$ cat src/hdl/assert_macros.svh
// assertion macros shared by the interval cover design
`ifndef ASSERT_MACROS_SVH
`define ASSERT_MACROS_SVH

// same-cycle implication, sampled on clk, off while rst_n is low
`define GIC_ASSERT_NOW(label, ante, cons) \
    label: assert property (@(posedge clk) disable iff (!rst_n) (ante) |-> (cons)) \
        else $error("interval cover assertion failed");

// next-cycle implication, sampled on clk, off while rst_n is low
`define GIC_ASSERT_NEXT(label, ante, cons) \
    label: assert property (@(posedge clk) disable iff (!rst_n) (ante) |=> (cons)) \
        else $error("interval cover assertion failed");

`endif

$ cat src/hdl/gic_pkg.sv
// types and constants of the greedy interval cover
package gic_pkg;

    localparam int NUM_CELLS = 64;
    localparam int DATA_W    = 16;
    localparam int CNT_W     = $clog2(NUM_CELLS + 1);
    localparam int STEP_W    = $clog2(NUM_CELLS);

    typedef struct packed {
        logic signed [DATA_W-1:0] start_pt;
        logic signed [DATA_W-1:0] end_pt;
    } interval_t;

    typedef struct packed {
        logic      found;
        interval_t iv;
    } token_t;

    typedef struct packed {
        logic                     clear;
        logic signed [DATA_W-1:0] reach;
    } cmd_t;

    typedef enum logic [1:0] {
        ST_LOAD,
        ST_SCAN,
        ST_DECIDE
    } state_t;

endpackage

$ cat src/hdl/gic_cell.sv
// one cell of the interval chain: holds an interval and refines the passing best token
module gic_cell (
    input  logic                             clk,
    input  logic                             rst_n,
    input  logic                             shift_en,
    input  logic                             occupied,
    input  logic signed [gic_pkg::DATA_W-1:0] reach,
    input  gic_pkg::interval_t               data_in,
    output gic_pkg::interval_t               data_out,
    input  gic_pkg::token_t                  tok_in,
    output gic_pkg::token_t                  tok_out
);

    gic_pkg::interval_t data_reg;
    logic               found_reg;
    gic_pkg::interval_t best_reg;
    gic_pkg::token_t    tok_next;
    logic               eligible;
    logic               better;

    always_comb
    begin
        eligible = occupied && (data_reg.start_pt <= reach);
        better   = eligible && (!tok_in.found ||
                   (data_reg.end_pt > tok_in.iv.end_pt) ||
                   ((data_reg.end_pt == tok_in.iv.end_pt) &&
                    (data_reg.start_pt < tok_in.iv.start_pt)));
        if (better)
        begin
            tok_next.found = 1'b1;
            tok_next.iv    = data_reg;
        end
        else
        begin
            tok_next = tok_in;
        end
    end

    always_ff @(posedge clk or negedge rst_n)
    begin
        if (!rst_n)
        begin
            found_reg <= 1'b0;
        end
        else
        begin
            found_reg <= tok_next.found;
        end
    end

    always_ff @(posedge clk)
    begin
        best_reg <= tok_next.iv;
        if (shift_en)
        begin
            data_reg <= data_in;
        end
    end

    assign data_out     = data_reg;
    assign tok_out.found = found_reg;
    assign tok_out.iv    = best_reg;

endmodule

$ cat config.mk
export PLATFORM = sky130hd
export DESIGN_NAME = gic_cell
export DESIGN_NICKNAME = d
export VERILOG_FILES = /design/src/hdl/assert_macros.svh /design/src/hdl/gic_pkg.sv /design/src/hdl/gic_cell.sv
export SDC_FILE = /design/constraint.sdc
export NUM_CORES = 1
export LEC_CHECK = 0
export CORE_ASPECT_RATIO = 0.8
export CORE_MARGIN = 4
export CORE_UTILIZATION = 62
export CTS_CLUSTER_DIAMETER = 80
export DETAILED_ROUTE_END_ITERATION = 8
export DONT_BUFFER_PORTS = 1
export MAX_ROUTING_LAYER = met4
export PLACE_DENSITY = 0.78
export REMOVE_ABC_BUFFERS = 1
export SLEW_MARGIN = 25
export SYNTH_ARGS = -nofsm -noshare
export SYNTH_HDL_FRONTEND = slang
export SYNTH_SLANG_ARGS = --single-unit
$ cat constraint.sdc
create_clock -name clk -period 6.5 [get_ports clk]
set_clock_uncertainty 0.1 [all_clocks]
set_input_delay 0.65 -clock clk [delete_from_list [all_inputs] [get_ports clk]]
set_output_delay 0.65 -clock clk [all_outputs]
set_load 0.1 [all_outputs]
## Word-level counts from Yosys, hierarchy flattened

Cells that the tools add are included.

- $lt $le $gt $ge: 3
- Reduce and logical (&&, ||, !) cells: 6
- Eq/ne operators: 1
- Muxes and demuxes: 1

Operators by type and width:

| cell | count |
|---|---|
| $mux 33 | 1 |
| $eq 16x16->1 | 1 |
| $gt 16x16->1 | 1 |
| $le 16x16->1 | 1 |
| $lt 16x16->1 | 1 |
| $logic_and 1x1->1 | 3 |
| $logic_or 1x1->1 | 2 |
| $logic_not 1->1 | 1 |

- Output and inout port bits: 65
- Register bits after elaboration: 65
- Bits of input ports: 85
- Word-level logic and storage cells: 16

## Depth between registers and ports, before layout

Gate-level depths: netlist (run 1).

- Depth after elaboration: 5
- Gate-level depth with buffers: 10
- Depth with buffers taken out: 9

## Worst setup path after synthesis (run 1)

OpenSTA, ideal clock, no wires.

- Path type: register to register
- From: register data_reg (netlist bit data_out[5])
- To: register best_reg (netlist bit tok_out[17])
- Arrival: 2984 ps
- Required time: 6277 ps
- Stages on the path, launching flop included: 10
- Setup time: 123 ps
- Setup slack: 3293 ps
- Path through: edfxtp_1 ha_1 a21oi_1 o221a_2 o31ai_1 a2111oi_4 xor2_1 o211ai_2 buf_6 mux2_4

RTL lines:

| item | line | text |
|---|---|---|
| start, declared | gic_cell.sv:14 | `gic_pkg::interval_t data_reg;` |
| start signal, assigned | gic_cell.sv:56 | `data_reg <= data_in;` |
| end signal, assigned | gic_cell.sv:53 | `best_reg <= tok_next.iv;` |
| end, declared | gic_cell.sv:16 | `gic_pkg::interval_t best_reg;` |

==> impl_metrics.toml, run 1 <==
[synthesis]
postSynthCellCount = 279
yosys_warnings = 0
synth_xor_area_share_pct = 0.257
yosys_register_bits = 65
avgSynthCellArea_sq_um = 12.2
synth_cell_types = 34
ys_seq_area_share_pct = 47.7
synth_top_family_by_area = "adder cells"
syn_area_sq_um = 3410
synthSimpleGateAreaFrac_pct = 5.95
synthMuxAreaShare_pct = 13.9
synthAdderAreaFrac_pct = 17.3
synth_compound_area_share_pct = 8.08

[die]
floorplan.initialDensity_pct = 66.1
die_area_sq_um = 6750
die_w_microns = 90.9
rows = 23
ios = 150
die-height_microns = 74.3
core_area_sq_um = 5150

[route]
met2_length_microns = 3360
routed.top_layer = "met4"
drc = 0
routed-wl-met3_microns = 634
routed_wl_microns = 6930
wl_per_cell_microns = 19.5
dr.pass1.iters = 4
drt-initial-drc-count = 52
m1WireLength_microns = 2880
vias = 2045
via_per_inst = 5.76
antenna_left = 0

[clocking]
holdBufCountCts = 1
ctsHtreeMaxLevel = 3
cts.clk_slew.worst_paths_ns = 0.07
cts_setup_buffers = 0
clock_latency_ns = 0.33
clk_root_buffer_cell = "clkbuf_8"
cts_buffer_depth = 2
cts_tree = "done"
post_cts_resized = 0
clock-sinks = 65
cts_buffers = 9

[sta]
slew_viol_final = 0
max_slew_margin_pct = 30.1
setup-tns-final_ns = 0
clock.fmax_mhz = 249
hold_slack_ns = 0.308
worstMarginPinSlew_ns = 1.05
final-setup-viol-count = 0
post-route-period-util_pct = 61.9
hold_violations = 0
min_period_ns = 4.02
rsz0062_at_grt = "no"

[worst_setup_path]
crit_path_max_fanout = 21
worst_setup_path_start_kind = "flip-flop"
critPathKind = "reg -> reg"
end_kind = "flip-flop"
arrival_ns = 4.14
worstPathRequired_ns = 6.62
ff2ff_setup_slack_ns = 2.48

[status]
status = "finished clean"

[power]
peakVddDrop_uv = 234
p_leak_uw = 0.00178
finalPower_uw = 1260
power.density_nw_per_um2 = 343

[grt]
grt_max_degree = 33
grt.overflow.total = 0
grt_pass1_vias = 2136
antenna_found_initial = 0
grtUsageTotal_pct = 21.6
grt_pass1_wl_microns = 10600

[worst_hold_path]
min_path_type = "in -> reg"

[final_layout]
finalNonFillerCells = 355
antenna_cells = 0
nets = 420
fillers = 387
areaGrowthSynthToFinish_pct = 7.31
layout-drive-gt1-share_pct = 17.4

[placement]
hpwlAfterDp_microns = 5660
placed_cells = 338
gp_congestion = 0.766
numPortBuffers = 0

[run]
drv_cap = 0
==> worst max-delay path, stage by stage, from the launching register on <==
cell	delay, ns
edfxtp_1	0.82
ha_1	0.56
nand4_1	0.14
nor3_1	0.39
o311ai_1	0.20
a31o_2	0.27
a211o_1	0.29
o211ai_4	0.27
buf_4	0.47
mux2_2	0.38
==> cell usage after synthesis, drive strengths merged <==
cell type	n	share of area [%]
a2111oi	1	0.81
a211o	2	0.51
a21boi	1	0.22
a21o	3	0.66
a21oi	20	2.9
a31o	1	0.26
and3	1	0.18
buf	4	1.2
dfrtp	1	0.73
dfxtp	32	19
edfxtp	32	28
ha	47	17
inv	51	5.6
mux2	32	14
nand2	10	1.1
nand2b	1	0.18
nand3	2	0.29
nand4	11	2.0
nand4bb	1	0.33
nor2	5	0.55
nor2b	2	0.37
nor3	5	0.73
o211ai	3	0.81
o21a	1	0.22
o21ai	4	0.59
o221a	1	0.33
o311ai	1	0.26
o31a	1	0.26
o31ai	1	0.22
or3	1	0.18
xor2	1	0.26
==> power breakdown <==
part           switching [uW]  internal, uW  total, uW  leakage, uW
Clock                     146           174        321    0.0000897
Combinational            64.9          78.7        144      0.00110
Sequential                318           473        791     0.000594
Total                     529           726       1260      0.00178
==> cell families after synthesis <==
logic type      count (synthesis)
compound gates                 40
buf+inv                        55
flops                          65
mux                            32
xor+xnor                        1
fa+ha+maj                      47
simple gates                   39
==> final cells by class <==
| class | instances | area (sq um) | area share, % |
|---|---|---|---|
| Sequential cell | 65 | 1630 | 44.5 |
| Multi-Input combinational cell | 159 | 1560 | 42.6 |
| Inverter | 51 | 191 | 5.24 |
| Clock buffer | 10 | 128 | 3.49 |
| Tap cell | 62 | 77.6 | 2.12 |
| Clock inverter | 6 | 58.8 | 1.61 |
| Timing Repair Buffer | 2 | 17.5 | 0.479 |
==> path summary, 6_finish.rpt <==
| check | from | end | depth (start not counted) |
|---|---|---|---|
| min in group asynchronous | rst_n | found_reg | 1 |
| max reg2reg | data_out[31] | tok_out[0] | 9 |
| min | data_in[24] | data_out[24] | 0 |
| max in group asynchronous | rst_n | found_reg | 1 |
| max | data_out[31] | tok_out[0] | 9 |
| min reg2reg | data_out[0] | tok_out[0] | 1 |
==> through the flow <==
step                      cell area (sq um)  setup slack [ns]  utilization (%)
after floorplan                        3370              2.27                -
after global placement                 3460              2.53             67.2
after detailed placement               3460              2.53             67.2
after CTS                              3660              2.51             71.0
after global routing                   3660              2.29             71.0
final                                  3660              2.48             71.0
==> routing by layer <==
layer | vias up | track usage, %
met3 | 9 | 8.90
met2 | 104 | 35.0
met5 | - | -
met1 | 925 | 24.7
met4 | 0 | 7.02
li1 | 1007 | -
==> layout by cell type (no fill, tap or decap), drive strengths merged, types with 2 or more instances in the layout <==
cell type	count
inv	51
ha	47
edfxtp	32
dfxtp	32
mux2	32
a21oi	20
nand4	11
nand2	10
clkbuf	10
nor2	5
nor3	5
o21ai	4
a21o	3
o211ai	3
clkinv	3
nor2b	2
nand3	2
a211o	2
clkinvlp	2
No activity file was read; power rests on OpenSTA's default activity.
==> run 2, diff against run 1 <==
CORE_UTILIZATION = 57   (was 62)
PLACE_DENSITY = 0.75   (was 0.78)
clock period = 3.32 ns   (was 6.5 ns; I/O delays follow)
==> impl_metrics.toml, run 2 (synthesis gave the netlist of run 1 again) <==
[grt]
grt.overflow.total = 0
grt_pass1_vias = 2408
grt_pass1_wl_microns = 11800
grtUsageTotal_pct = 21.8
grt_max_degree = 33
antenna_found_initial = 0

[route]
routed_wl_microns = 7620
wl_per_cell_microns = 17.4
vias = 2317
antenna_left = 0
drc = 0
drt-initial-drc-count = 84
dr.pass1.iters = 4
via_per_inst = 5.30

[worst_setup_path]
crit_path_max_fanout = 11
critPathKind = "reg -> reg"
worstPathRequired_ns = 3.44
end_kind = "flip-flop"
worst_setup_path_start_kind = "flip-flop"
arrival_ns = 3.15

[sta]
max_slew_margin_pct = 33.9
setup-tns-final_ns = 0
hold_violations = 0
min_period_ns = 3.02
slew_viol_final = 0
final-setup-viol-count = 0
rsz0062_at_grt = "no"
clock.fmax_mhz = 331
worstMarginPinSlew_ns = 0.990
post-route-period-util_pct = 91.1

[power]
power.density_nw_per_um2 = 595
p_leak_uw = 0.00209
comb_power_share_pct = 24.1
clkPwrFrac_pct = 24.6
p_seq_share_pct = 51.3
power.internal_uw = 1480
netSwitchingPower_uw = 1060
peakVddDrop_uv = 370
sw_frac_of_total_pct = 41.8

[die]
ios = 150
die_area_sq_um = 7290
floorplan.initialDensity_pct = 60.7
rows = 24
core_area_sq_um = 5620
die_w_microns = 94.4
die-height_microns = 77.2

[placement]
numPortBuffers = 0
gp_congestion = 0.863
hpwlAfterDp_microns = 5790
placed_cells = 387

[clocking]
cts_buffers = 9
clock-sinks = 65
clock_latency_ns = 0.33
cts_tree = "done"
post_cts_resized = 0
cts_setup_buffers = 0
ctsHtreeMaxLevel = 3
cts.clk_slew.worst_paths_ns = 0.07
clk_root_buffer_cell = "clkbuf_8"
cts_buffer_depth = 2

[run]
drv_cap = 0

[status]
status = "finished clean"

[worst_hold_path]
min_path_type = "in -> reg"

[final_layout]
final_cell_mix = "51 x inv_1, 47 x ha_1, 33 x dlygate4sd3_1, 33 x buf_4"
areaGrowthSynthToFinish_pct = 25.7
antenna_cells = 0
nets = 486
fillers = 374
finalNonFillerCells = 437
layout-drive-gt1-share_pct = 24.0
layout_commonest_cell = "inv_1"
multiInputGateArea_sq_um = 1560
regArea_sq_um = 1630
-- run 2: cell count changes in the layout (fill, tap and decap cells not counted) --
cell	before	now
buf_12	0	2
buf_4	1	33
dlygate4sd3_1	1	33
clkbuf_8	9	10
bufinv_16	1	0
clkinv_1	1	0
clkbuf_16	0	1
-- run 2: final cells by class --
type	count	area share [%]
Clock buffer	12	3.89
Sequential cell	65	38.0
Inverter	51	4.47
Multi-Input combinational cell	159	36.4
Clock inverter	4	0.584
Tap cell	78	2.28
Timing Repair Buffer	68	14.4
-- run 2: stage by stage --
| stage | instance area [sq um] | total power (uW) | utilization (%) | worst slack, ns | hold WS, ns |
|---|---|---|---|---|---|
| 2_1_floorplan | 3370 | 1780 | - | -0.910 | -0.0636 |
| 3_3_place_gp | 3740 | 1880 | 66.6 | 0.357 | -0.0635 |
| 3_5_place_dp | 3740 | 1890 | 66.6 | 0.330 | -0.0635 |
| 4_1_cts | 4280 | 2570 | 76.2 | 0.304 | 0.0132 |
| 5_1_grt | 4280 | 2650 | 76.2 | 0.0973 | 0.00578 |
| 6_report | 4280 | 2550 | 76.2 | 0.297 | 0.0346 |
-- run 2: final timing paths --
| path | startpoint | to | slack (ns) | cells past startpoint |
|---|---|---|---|---|
| hold reg to reg | data_out[17] | tok_out[17] | 0.48 | 1 |
| setup reg to reg | data_out[31] | tok_out[1] | 0.30 | 9 |
| setup / recovery | data_out[31] | tok_out[1] | 0.30 | 9 |
| max in group asynchronous | rst_n | found_reg | 2.91 | 1 |
| min in group asynchronous | rst_n | found_reg | 0.10 | 1 |
| hold / removal | tok_in[21] | tok_out[21] | 0.03 | 1 |
-- run 2: routing by layer --
metal  up-vias  track usage [%]  wire length (microns)
met1      1070             26.1                   3220
met2        89             35.3                   3730
met5         -                -                      0
li1       1146                -                      -
met3        12             6.85                    558
met4         0             6.64                    111
-- run 2: critical path: stages, from the launching register on --
cell	delay (ns)
edfxtp_1	0.43
ha_1	0.37
nand4_1	0.16
nor3_1	0.35
o311ai_1	0.21
a31o_2	0.27
a211o_1	0.29
o211ai_4	0.10
buf_4	0.28
mux2_2	0.36
-- run 2: what timing repair did --
action / in CTS / in global routing
setup endpoints to repair: 0 / 0
endpoints found under the hold margin: 65 / 0
hold buffers: 34 / 0
-- run 2: power groups by stage --
| stage | Sequential (uW) | Clock [uW] | Combinational, uW |
|---|---|---|---|
| 2_1_floorplan | 1540 | 0 | 238 |
| 3_3_place_gp | 1320 | 0 | 562 |
| 3_5_place_dp | 1320 | 0 | 571 |
| 4_1_cts | 1310 | 645 | 615 |
| 5_1_grt | 1320 | 685 | 654 |
| 6_report | 1310 | 625 | 615 |
