`config.mk`:
```
export PLATFORM = sky130hd
export DESIGN_NAME = gic_ctrl
export DESIGN_NICKNAME = d
export VERILOG_FILES = /design/src/hdl/gic_pkg.sv /design/src/hdl/gic_ctrl.sv
export VERILOG_INCLUDE_DIRS = /design/src /design/src/hdl
export SDC_FILE = /design/constraint.sdc
export NUM_CORES = 1
export LEC_CHECK = 0
export BUFFER_PORTS_ARGS = -buffer_cell sky130_fd_sc_hd__buf_2
export CELL_PAD_IN_SITES_DETAIL_PLACEMENT = 1
export CELL_PAD_IN_SITES_GLOBAL_PLACEMENT = 2
export CORE_MARGIN = 8
export CORE_UTILIZATION = 31
export CTS_CLUSTER_SIZE = 25
export DETAILED_ROUTE_END_ITERATION = 16
export PLACE_DENSITY = 0.88
export SLEW_MARGIN = 20
export SYNTH_ARGS = -nofsm -noshare
export SYNTH_HDL_FRONTEND = slang
export SYNTH_SLANG_ARGS = --single-unit
```
`constraint.sdc`:
```
create_clock -name clk -period 4.15 [get_ports clk]
set_input_delay 0.415 -clock clk [delete_from_list [all_inputs] [get_ports clk]]
set_output_delay 0.415 -clock clk [all_outputs]
set_load 0.02 [all_outputs]
```
`src/hdl/assert_macros.svh`:
```
// assertion macros shared by the interval cover design
`ifndef ASSERT_MACROS_SVH
`define ASSERT_MACROS_SVH

// same-cycle implication, sampled on clk, off while rst_n is low
`define GIC_ASSERT_NOW(label, ante, cons) \
    label: assert property (@(posedge clk) disable iff (!rst_n) (ante) |-> (cons)) \
        else $error("interval cover assertion failed");

// next-cycle implication, sampled on clk, off while rst_n is low
`define GIC_ASSERT_NEXT(label, ante, cons) \
    label: assert property (@(posedge clk) disable iff (!rst_n) (ante) |=> (cons)) \
        else $error("interval cover assertion failed");

`endif

```
`src/hdl/gic_pkg.sv`:
```
// types and constants of the greedy interval cover
package gic_pkg;

    localparam int NUM_CELLS = 64;
    localparam int DATA_W    = 16;
    localparam int CNT_W     = $clog2(NUM_CELLS + 1);
    localparam int STEP_W    = $clog2(NUM_CELLS);

    typedef struct packed {
        logic signed [DATA_W-1:0] start_pt;
        logic signed [DATA_W-1:0] end_pt;
    } interval_t;

    typedef struct packed {
        logic      found;
        interval_t iv;
    } token_t;

    typedef struct packed {
        logic                     clear;
        logic signed [DATA_W-1:0] reach;
    } cmd_t;

    typedef enum logic [1:0] {
        ST_LOAD,
        ST_SCAN,
        ST_DECIDE
    } state_t;

endpackage

```
`src/hdl/gic_ctrl.sv`:
```
// sequencer of the cover: check pass, emit pass and the result register
`include "assert_macros.svh"

module gic_ctrl (
    input  logic                              clk,
    input  logic                              rst_n,
    input  logic                              in_fire,
    input  logic                              in_final,
    input  logic signed [gic_pkg::DATA_W-1:0] target,
    input  logic                              ovf,
    input  gic_pkg::token_t                   tok,
    output logic                              in_ready,
    output gic_pkg::cmd_t                     cmd,
    output logic                              out_valid,
    input  logic                              out_ready,
    output logic                              status,
    output logic signed [gic_pkg::DATA_W-1:0] chosen_start,
    output logic signed [gic_pkg::DATA_W-1:0] chosen_end,
    output logic                              last_result,
    output logic                              overflowed
);

    localparam logic [gic_pkg::STEP_W-1:0] STEP_LAST = gic_pkg::STEP_W'(gic_pkg::NUM_CELLS - 1);

    gic_pkg::state_t                  state_reg, state_next;
    logic signed [gic_pkg::DATA_W-1:0] reach_reg, reach_next;
    logic [gic_pkg::STEP_W-1:0]        ctr_reg, ctr_next;
    logic                              emit_reg, emit_next;
    logic                              out_valid_reg, out_valid_next;
    logic                              status_reg, status_next;
    logic signed [gic_pkg::DATA_W-1:0] start_reg, start_next;
    logic signed [gic_pkg::DATA_W-1:0] end_reg, end_next;
    logic                              last_reg, last_next;
    logic                              ovf_reg, ovf_next;
    logic                              load_out;
    logic                              clear;
    logic                              progress_ok;
    logic                              reached;
    logic                              out_free;

    always_ff @(posedge clk or negedge rst_n)
    begin
        if (!rst_n)
        begin
            state_reg     <= gic_pkg::ST_LOAD;
            reach_reg     <= '0;
            ctr_reg       <= '0;
            emit_reg      <= 1'b0;
            out_valid_reg <= 1'b0;
        end
        else
        begin
            state_reg     <= state_next;
            reach_reg     <= reach_next;
            ctr_reg       <= ctr_next;
            emit_reg      <= emit_next;
            out_valid_reg <= out_valid_next;
        end
    end

    always_ff @(posedge clk)
    begin
        status_reg <= status_next;
        start_reg  <= start_next;
        end_reg    <= end_next;
        last_reg   <= last_next;
        ovf_reg    <= ovf_next;
    end

    always_comb
    begin
        state_next  = state_reg;
        reach_next  = reach_reg;
        ctr_next    = ctr_reg;
        emit_next   = emit_reg;
        load_out    = 1'b0;
        clear       = 1'b0;
        status_next = status_reg;
        start_next  = start_reg;
        end_next    = end_reg;
        last_next   = last_reg;
        ovf_next    = ovf_reg;

        // a step fails when nothing starts within reach or the best end adds nothing
        progress_ok = tok.found &&
                      !((tok.iv.end_pt < target) && (tok.iv.end_pt <= reach_reg));
        reached     = tok.iv.end_pt >= target;
        out_free    = !out_valid_reg || out_ready;

        case (state_reg)
            gic_pkg::ST_LOAD:
            begin
                if (in_fire && in_final)
                begin
                    state_next = gic_pkg::ST_SCAN;
                    reach_next = '0;
                    ctr_next   = '0;
                    emit_next  = 1'b0;
                end
            end
            gic_pkg::ST_SCAN:
            begin
                ctr_next = ctr_reg + 1'b1;
                if (ctr_reg == STEP_LAST)
                begin
                    state_next = gic_pkg::ST_DECIDE;
                end
            end
            gic_pkg::ST_DECIDE:
            begin
                if (!progress_ok)
                begin
                    if (out_free)
                    begin
                        load_out    = 1'b1;
                        status_next = 1'b1;
                        start_next  = '0;
                        end_next    = '0;
                        last_next   = 1'b1;
                        ovf_next    = ovf;
                        clear       = 1'b1;
                        state_next  = gic_pkg::ST_LOAD;
                    end
                end
                else if (!emit_reg)
                begin
                    // check pass: the cover is known to succeed once the target is reached
                    ctr_next   = '0;
                    state_next = gic_pkg::ST_SCAN;
                    if (reached)
                    begin
                        emit_next  = 1'b1;
                        reach_next = '0;
                    end
                    else
                    begin
                        reach_next = tok.iv.end_pt;
                    end
                end
                else if (out_free)
                begin
                    load_out    = 1'b1;
                    status_next = 1'b0;
                    start_next  = tok.iv.start_pt;
                    end_next    = tok.iv.end_pt;
                    last_next   = reached;
                    ovf_next    = ovf;
                    if (reached)
                    begin
                        clear      = 1'b1;
                        state_next = gic_pkg::ST_LOAD;
                    end
                    else
                    begin
                        reach_next = tok.iv.end_pt;
                        ctr_next   = '0;
                        state_next = gic_pkg::ST_SCAN;
                    end
                end
            end
            default:
            begin
                state_next = gic_pkg::ST_LOAD;
            end
        endcase

        if (load_out)
        begin
            out_valid_next = 1'b1;
        end
        else if (out_ready)
        begin
            out_valid_next = 1'b0;
        end
        else
        begin
            out_valid_next = out_valid_reg;
        end
    end

    assign in_ready     = (state_reg == gic_pkg::ST_LOAD);
    assign cmd.clear    = clear;
    assign cmd.reach    = reach_reg;
    assign out_valid    = out_valid_reg;
    assign status       = status_reg;
    assign chosen_start = start_reg;
    assign chosen_end   = end_reg;
    assign last_result  = last_reg;
    assign overflowed   = ovf_reg;

    `GIC_ASSERT_NOW(a_fail_is_last, out_valid_reg && status_reg, last_reg)
    `GIC_ASSERT_NOW(a_fail_zero, out_valid_reg && status_reg, (start_reg == '0) && (end_reg == '0))
    `GIC_ASSERT_NEXT(a_scan_ends, (state_reg == gic_pkg::ST_SCAN) && (ctr_reg == STEP_LAST), state_reg == gic_pkg::ST_DECIDE)

endmodule

```
# == Word level (Yosys, flattened, before mapping) ==
# Index checks and enable logic that the tools add are counted.
# word_totals
ff_bits,61
in_bits,55
output_inout_bits,54
# classes
addsub,1
magnitude_cmp,3
eq_ne,10
n_mux,53
reduce_logical,16
# ops
op,n
$mux 16,13
$pmux 16 s2,1
$mux 6,5
$mux 1,25
$pmux 6 s3,1
$ge 16x16->1,1
$le 16x16->1,1
$lt 16x16->1,1
$mux 2,6
$reduce_and 5->1,2
$ne 3x3->1 const B,3
$add 6x1->6 const B,1
$eq 6x6->1 const B,1
$ne 2x2->1 const B,3
$pmux 2 s3,1
$reduce_and 3->1,2
$reduce_and 4->1,1
$reduce_bool 2->1,2
$logic_and 1x1->1,3
$reduce_bool 3->1,1
$eq 2x1->1 const B,1
$eq 2x2->1 const B,1
$logic_not 1->1,2
$logic_not 2->1,1
other kinds (4),4

# == Depth between registers and ports, before layout ==
# Gate-level depths: netlist (run 1).
# logic_depth
ltp_word,7
mapped_depth,11

# == Least setup slack after synthesis (run 1) ==
# Ideal clock, no wire load.
# synth_path
path_kind,input to register
from,in target[11] (netlist bit)
to,"reg end_reg, in the netlist chosen_end[0] (enable)"
arrival_time_ns,3.575
t_required_ns,3.723
slack_ns,0.148
stages,10
cell_sequence,inv_1 -> ha_1 -> a21oi_1 -> o21ai_1 -> a311o_1 -> o41ai_1 -> o22ai_2 -> inv_2 -> o21bai_1 -> nor2_1
# synth_between
elab_chain_len,6
# synth_lines
element,line,rtl
from (decl),gic_ctrl.sv:9,"input logic signed [gic_pkg::DATA_W-1:0] target,"
$lt 16x16->1,gic_ctrl.sv:86,!((tok.iv.end_pt < target) && (tok.iv.end_pt <= reach_reg));
$logic_and 1x1->1,gic_ctrl.sv:86,
$logic_not 1->1,gic_ctrl.sv:86,
$logic_and 1x1->1,gic_ctrl.sv:85,progress_ok = tok.found &&
$ne 2x2->1 (no line),n/a,
$reduce_and 3->1 (no line),n/a,
to (signal assigned),gic_ctrl.sv:65,end_reg <= end_next;
to (decl),gic_ctrl.sv:32,"logic signed [gic_pkg::DATA_W-1:0] end_reg, end_next;"
# Every way passes these cells.
# A chain may end at the register's enable or synchronous reset.

==> flow_metrics.env, run 1 <==
export IMPL_outcome="finished, final reports clean"
export IMPL_cp_slowest_stage_delay_ps=420
export IMPL_final_setup_viol_count=0
export IMPL_start_kind="register"
export IMPL_io_buffers=108
export IMPL_boundaryPins=109
export IMPL_critPathMaxFanout=6
export IMPL_end_kind="output pin"
export IMPL_syn_inst=335
export IMPL_cap_viol_max_count=0
export IMPL_core_area_um2=10900
export IMPL_diodes=0
export IMPL_die_w_um=122
export IMPL_fin_nets=534
export IMPL_tns_ps=0
export IMPL_total_leakage_power_uw=0.00210
export IMPL_hold_buffers=0
export IMPL_cp_common_cell="a21oi_1"
export IMPL_final_cell_mix="buf_2, nand2_1, inv_1, edfxtp_1, ha_1"
export IMPL_worstHoldPathType="in2async"
export IMPL_final_common_cell="buf_2"
export IMPL_hold_viol=0
export IMPL_place_worst_setup_slack_ps=789
export IMPL_internal_power_uw=1240
export IMPL_rr_endpoint="chosen_start[14]"
export IMPL_clk_path_buf_depth=2
export IMPL_crit_slowest_cell="a2111oi_0"
export IMPL_wl_per_cell_um=17.8
export IMPL_worstRegToRegCells=12
export IMPL_synthArstFlopShare=0.426
export IMPL_start_util=0.320
export IMPL_stdcell_area_um2=4400
export IMPL_fin_crit_ps=3250
export IMPL_syn_area_um2=3480
export IMPL_worstPathCellList="inv_1 > ha_1 > a21oi_1 > o21a_1 > o2111ai_1 > a2111oi_0 > buf_4 > o22ai_4 > inv_2 > a21oi_1 > nor3_1 > buf_2"
export IMPL_die_area_um2=14900
export IMPL_crit_type="reg2out"
export IMPL_tightestPinTransition_ps=1000
export IMPL_cts_sinks=61
export IMPL_worst_ep_required_time_ps=3730
export IMPL_slew_violations=0
export IMPL_switching_power_uw=674
export IMPL_switching_share=0.352
export IMPL_clk_latency_ps=340
export IMPL_path_delay_family="compound AO/OA/AOI/OAI gates"
export IMPL_final_setup_skew_ps=11.4
export IMPL_drive_above_1_share=0.322
export IMPL_drt_wl_total_um=10500
export IMPL_place_area_um2=4200
export IMPL_r2r_start="reach_reg[9]"
export IMPL_path_clk_slew_ps=70
export IMPL_ys_ff_latch=61
export IMPL_cts_tree="built"
export IMPL_crit_arrival_ps=2830
export IMPL_seqPwrFrac=0.429
export IMPL_max_clock_freq_mhz=308
export IMPL_slew_headroom=0.332
export IMPL_grt_max_degree=50
export IMPL_ys_types=46
export IMPL_synth_edf_count=35
export IMPL_cts_setup_buffers=0
export IMPL_post_route_period_util=0.783
export IMPL_rsz0062_at_grt="no"
export IMPL_drcViolationCount=0
export IMPL_h_tree_depth=3
export IMPL_gr_total_overflow=0
export IMPL_dp_hpwl_um=8170
export IMPL_combPwrFrac=0.291
export IMPL_syn_num_nets=423
export IMPL_grt_pass1_wl_um=16900
export IMPL_yosysSeqAreaShare=0.488
export IMPL_worst_path_buf_inv=4
export IMPL_rows=38
export IMPL_ctsResizeCount=0
export IMPL_drt_iter0_markers=125
export IMPL_root_buffer="clkbuf_8"
export IMPL_fp_dieH_um=122
export IMPL_yosysWarningCount=0
export IMPL_p_per_area_nw_per_um2=434
export IMPL_grt_pass1_vias=3299
export IMPL_areaGrowthSynthToFinish_pct=26.4
export IMPL_gp_congestion=0.793
export IMPL_firstDrtPassIters=4
export IMPL_antenna_found_initial=0
export IMPL_postRouteAntennaNets=0
export IMPL_reg2reg_slack_ps=1190
export IMPL_syn_area_per_cell_um2=10.4
export IMPL_gr_usage_all_layers=0.143
export IMPL_via_per_inst=5.03
export IMPL_setup_worst_path_start="reach_reg[9]"
export IMPL_peakVddDrop_uv=203
export IMPL_num_vias=2970
export IMPL_numCtsBuffers=9
export IMPL_holdWs_ps=85.6
export IMPL_pwr_share_clk=0.280
export IMPL_ys_flop_type="edfxtp_1"
export IMPL_timing_final_ws_setup_ps=900
-- worst max-delay path by stage --
stage / end / slack, ps / cells past startpoint
after global routing: cmd[16] / 720 / 12
final: cmd[16] / 900 / 12
after floorplan: chosen_end[0] / 150 / 10
after global placement: reach_reg[15] / 1000 / 10
after detailed placement: reach_reg[15] / 790 / 10
after CTS: cmd[16] / 880 / 12
-- logic make-up after synthesis --
kind of cell               after synthesis  synth area share
DFF                                     61             0.488
adders and majority gates               33             0.118
AOI/OAI and AO/OA                       86             0.181
and+or+nand+nor                        105             0.154
buffers and inverters                   49            0.0564
xor gates and xnor gates                 1           0.00251
-- metal layers --
| metal | vias to the layer above | global-route usage | share of wire |
|---|---|---|---|
| met3 | 17 | 0.0352 | 0.069 |
| met2 | 86 | 0.241 | 0.47 |
| li1 | 1425 | - | - |
| met5 | - | 0 | 0 |
| met4 | 0 | 0.0478 | 0.017 |
| met1 | 1442 | 0.174 | 0.44 |
-- cells in the mapped netlist, types with 2 or more instances --
master | count | area share
a21o_1 | 4 | 0.0086
a21oi_1 | 16 | 0.023
a32oi_1 | 17 | 0.043
and2_1 | 32 | 0.057
and4_1 | 2 | 0.0050
clkbuf_1 | 10 | 0.011
dfrtp_1 | 26 | 0.19
edfxtp_1 | 35 | 0.30
ha_1 | 33 | 0.12
inv_1 | 35 | 0.038
nand2_1 | 37 | 0.040
nand2b_1 | 4 | 0.0072
nand3_1 | 4 | 0.0057
nand4_1 | 5 | 0.0090
nor2_1 | 9 | 0.0097
nor2b_1 | 3 | 0.0054
nor3_1 | 5 | 0.0072
nor4_1 | 2 | 0.0036
o211ai_1 | 3 | 0.0065
o21ai_0 | 17 | 0.024
o21ai_2 | 10 | 0.025
o22ai_1 | 2 | 0.0036
-- power groups by stage --
stage	logic (uW)	registers, uW	clock network (uW)
after floorplan	374	819	0
after global placement	540	828	0
after detailed placement	565	834	0
after CTS	569	821	552
after global routing	635	836	575
final	556	822	536
-- cell type report --
type	count	area, um2
fillers	1286	6480
inverters	36	135
flip-flops and latches	61	1700
repair buffers	113	591
clock inverters	6	62.6
well taps	140	175
clock buffers	10	138
multi-input cells	225	1600
-- per-stage QoR --
stage                util  instances  power (uW)
finish              0.405        591        1910
global route        0.405        591        2050
CTS                 0.405        591        1940
detailed placement  0.386        575        1400
global placement    0.386        575        1370
floorplan               -        335        1190
Power figures use the tool's default switching activity.
==> run 2: changes to the inputs <==
--- a/config.mk
+++ b/config.mk
@@ -10,10 +10,10 @@
 export CELL_PAD_IN_SITES_DETAIL_PLACEMENT = 1
 export CELL_PAD_IN_SITES_GLOBAL_PLACEMENT = 2
 export CORE_MARGIN = 8
-export CORE_UTILIZATION = 31
+export CORE_UTILIZATION = 28
 export CTS_CLUSTER_SIZE = 25
 export DETAILED_ROUTE_END_ITERATION = 16
-export PLACE_DENSITY = 0.88
+export PLACE_DENSITY = 0.85
 export SLEW_MARGIN = 20
 export SYNTH_ARGS = -nofsm -noshare
 export SYNTH_HDL_FRONTEND = slang
==> constraint.sdc (replaced) <==
create_clock -name clk -period 2.7 [get_ports clk]
set_input_delay 0.27 -clock clk [delete_from_list [all_inputs] [get_ports clk]]
set_output_delay 0.27 -clock clk [all_outputs]
set_load 0.02 [all_outputs]
==> run 2 against run 1 <==
Compared with the run above: the flow now finishes with violations (setup timing); register-to-register slack got worse by 1200 ps; count of clock-buffer cells in the layout is the same; final area increased by 13%; die area grew 9.3%; first-iteration DRC count down 15%; routed wire length up 12%; non-clock buffer count up 33; worst hold slack improved by 30 ps.
==> flow_metrics.env, run 2 (same netlist as run 1, synthesis figures left out) <==
export IMPL_outcome="finished, violations left"
export IMPL_violations="setup timing"
export IMPL_timing_final_ws_setup_ps=-14.7
export IMPL_wl_per_cell_um=18.1
export IMPL_crit_arrival_ps=2440
export IMPL_crit_slowest_cell="dfrtp_2"
export IMPL_rr_endpoint="chosen_start[2]"
export IMPL_reg2reg_slack_ps=40
export IMPL_cp_common_cell="a21oi_2"
export IMPL_io_buffers=108
export IMPL_r2r_start="reach_reg[11]"
export IMPL_core_area_um2=12100
export IMPL_peakVddDrop_uv=404
export IMPL_max_clock_freq_mhz=368
export IMPL_fillers=1396
export IMPL_num_vias=3114
export IMPL_setup_worst_path_start="reach_reg[11]"
export IMPL_postRouteAntennaNets=0
export IMPL_die_w_um=128
export IMPL_end_kind="output pin"
export IMPL_h_tree_depth=3
export IMPL_dp_hpwl_um=8660
export IMPL_grt_busiest_layer="met2"
export IMPL_gp_congestion=0.792
export IMPL_worstHoldPathType="in2reg"
export IMPL_areaGrowthSynthToFinish_pct=43.4
export IMPL_antenna_found_initial=0
export IMPL_drt_wl_total_um=11800
export IMPL_final_setup_skew_ps=6.50
export IMPL_met2_usage=0.263
export IMPL_start_util=0.289
export IMPL_root_buffer="clkbuf_16"
export IMPL_boundaryPins=109
export IMPL_final_cell_mix="buf_2, nand2_1, buf_4"
export IMPL_critPathMaxFanout=4
export IMPL_place_area_um2=4500
export IMPL_cap_viol_max_count=0
export IMPL_worstRegToRegCells=12
export IMPL_fin_nets=567
export IMPL_grtUsageMet1=0.150
export IMPL_grt_max_degree=39
export IMPL_firstDrtPassIters=4
export IMPL_tightestPinTransition_ps=688
export IMPL_worstPathCellList="inv_2 > ha_4 > a21oi_2 > o21a_1 > o2111ai_4 > a2111oi_4 > o22ai_4 > inv_4 > a21oi_2 > nor3_2 > buf_4"
export IMPL_clk_path_buf_depth=2
export IMPL_stdcell_area_um2=5000
export IMPL_min_to="overflowed"
export IMPL_multi_input_area_um2=1770
export IMPL_numCtsBuffers=9
export IMPL_regArea_um2=1710
export IMPL_grt_util_met3=0.0591
export IMPL_path_delay_family="compound AO/OA/AOI/OAI gates"
export IMPL_slew_headroom=0.541
export IMPL_drive_above_1_share=0.421
export IMPL_fp_dieH_um=128
export IMPL_clk_latency_ps=330
export IMPL_cts_tree="built"
export IMPL_post_route_period_util=1.01
export IMPL_worst_ep_required_time_ps=2430
export IMPL_worstHoldStart="ovf"
export IMPL_final_core_util=0.414
export IMPL_rsz0062_at_grt="yes"
export IMPL_rows=40
export IMPL_start_kind="register"
export IMPL_p_per_area_nw_per_um2=708
export IMPL_die_area_um2=16300
export IMPL_cp_slowest_stage_delay_ps=420
export IMPL_grt_pass1_wl_um=18400
export IMPL_grt_pass1_vias=3499
export IMPL_cts_sinks=61
export IMPL_worstHoldPathCells=1
export IMPL_final_common_cell="buf_2"
export IMPL_crit_type="reg2out"
export IMPL_path_clk_slew_ps=60
export IMPL_fin_crit_ps=2710
export IMPL_worst_path_buf_inv=3
export IMPL_drt_iter0_markers=106
export IMPL_via_per_inst=4.78
export IMPL_diodes=0
export IMPL_gr_usage_all_layers=0.145
export IMPL_gr_total_overflow=0
export IMPL_hold_viol=0
export IMPL_total_leakage_power_uw=0.00232
export IMPL_final_setup_viol_count=1
export IMPL_drcViolationCount=0
export IMPL_slew_violations=0
[run 2: power by group]
group | leakage [uW] | switching [uW] | internal, uW
registers | 0.000590 | 108 | 1100
clock network | 0.000145 | 427 | 806
logic | 0.00158 | 627 | 468
[run 2: stage by stage]
step                      TNS [ps]  hold WS (ps)  instances  setup WS, ps  total power [uW]
after floorplan              -3780         -25.6        335          -108              1870
after global placement       -6730           340        624          -172              2170
after detailed placement    -10090           347        624          -213              2220
after CTS                    -4.44           101        646         -4.44              3530
after global routing         -1350           111        652          -115              3750
final                        -14.7           116        652         -14.7              3540
[run 2: per-layer routing]
layer	share of wire	wire length, um	up-vias
met1	0.39	4590	1517
met2	0.51	6020	86
met4	0.012	143	0
met3	0.089	1050	13
met5	0	0	-
li1	-	-	1498
[run 2: area by class of cell]
cell class | count | area share
Tap cell | 168 | 0.0421
Multi-Input combinational cell | 225 | 0.354
Inverter | 36 | 0.0275
Clock inverter | 6 | 0.0175
Clock buffer | 10 | 0.0458
Sequential cell | 61 | 0.342
Timing Repair Buffer | 146 | 0.171
[run 2: how the worst max path moves through the flow]
| stage | end | cells past startpoint |
|---|---|---|
| finish | cmd[16] | 11 |
| CTS | cmd[16] | 11 |
| detailed placement | chosen_end[12] | 12 |
| global placement | cmd[16] | 12 |
| floorplan | chosen_end[0] | 10 |
| global route | cmd[16] | 11 |
[run 2: what timing repair did]
item                       4_1_cts  5_1_grt
buffers inserted                 5        6
setup endpoints to repair        1       41
hold buffers                     1        0
gates resized for setup         12        4
pin swaps                        8        6
hold endpoints to repair        26        0
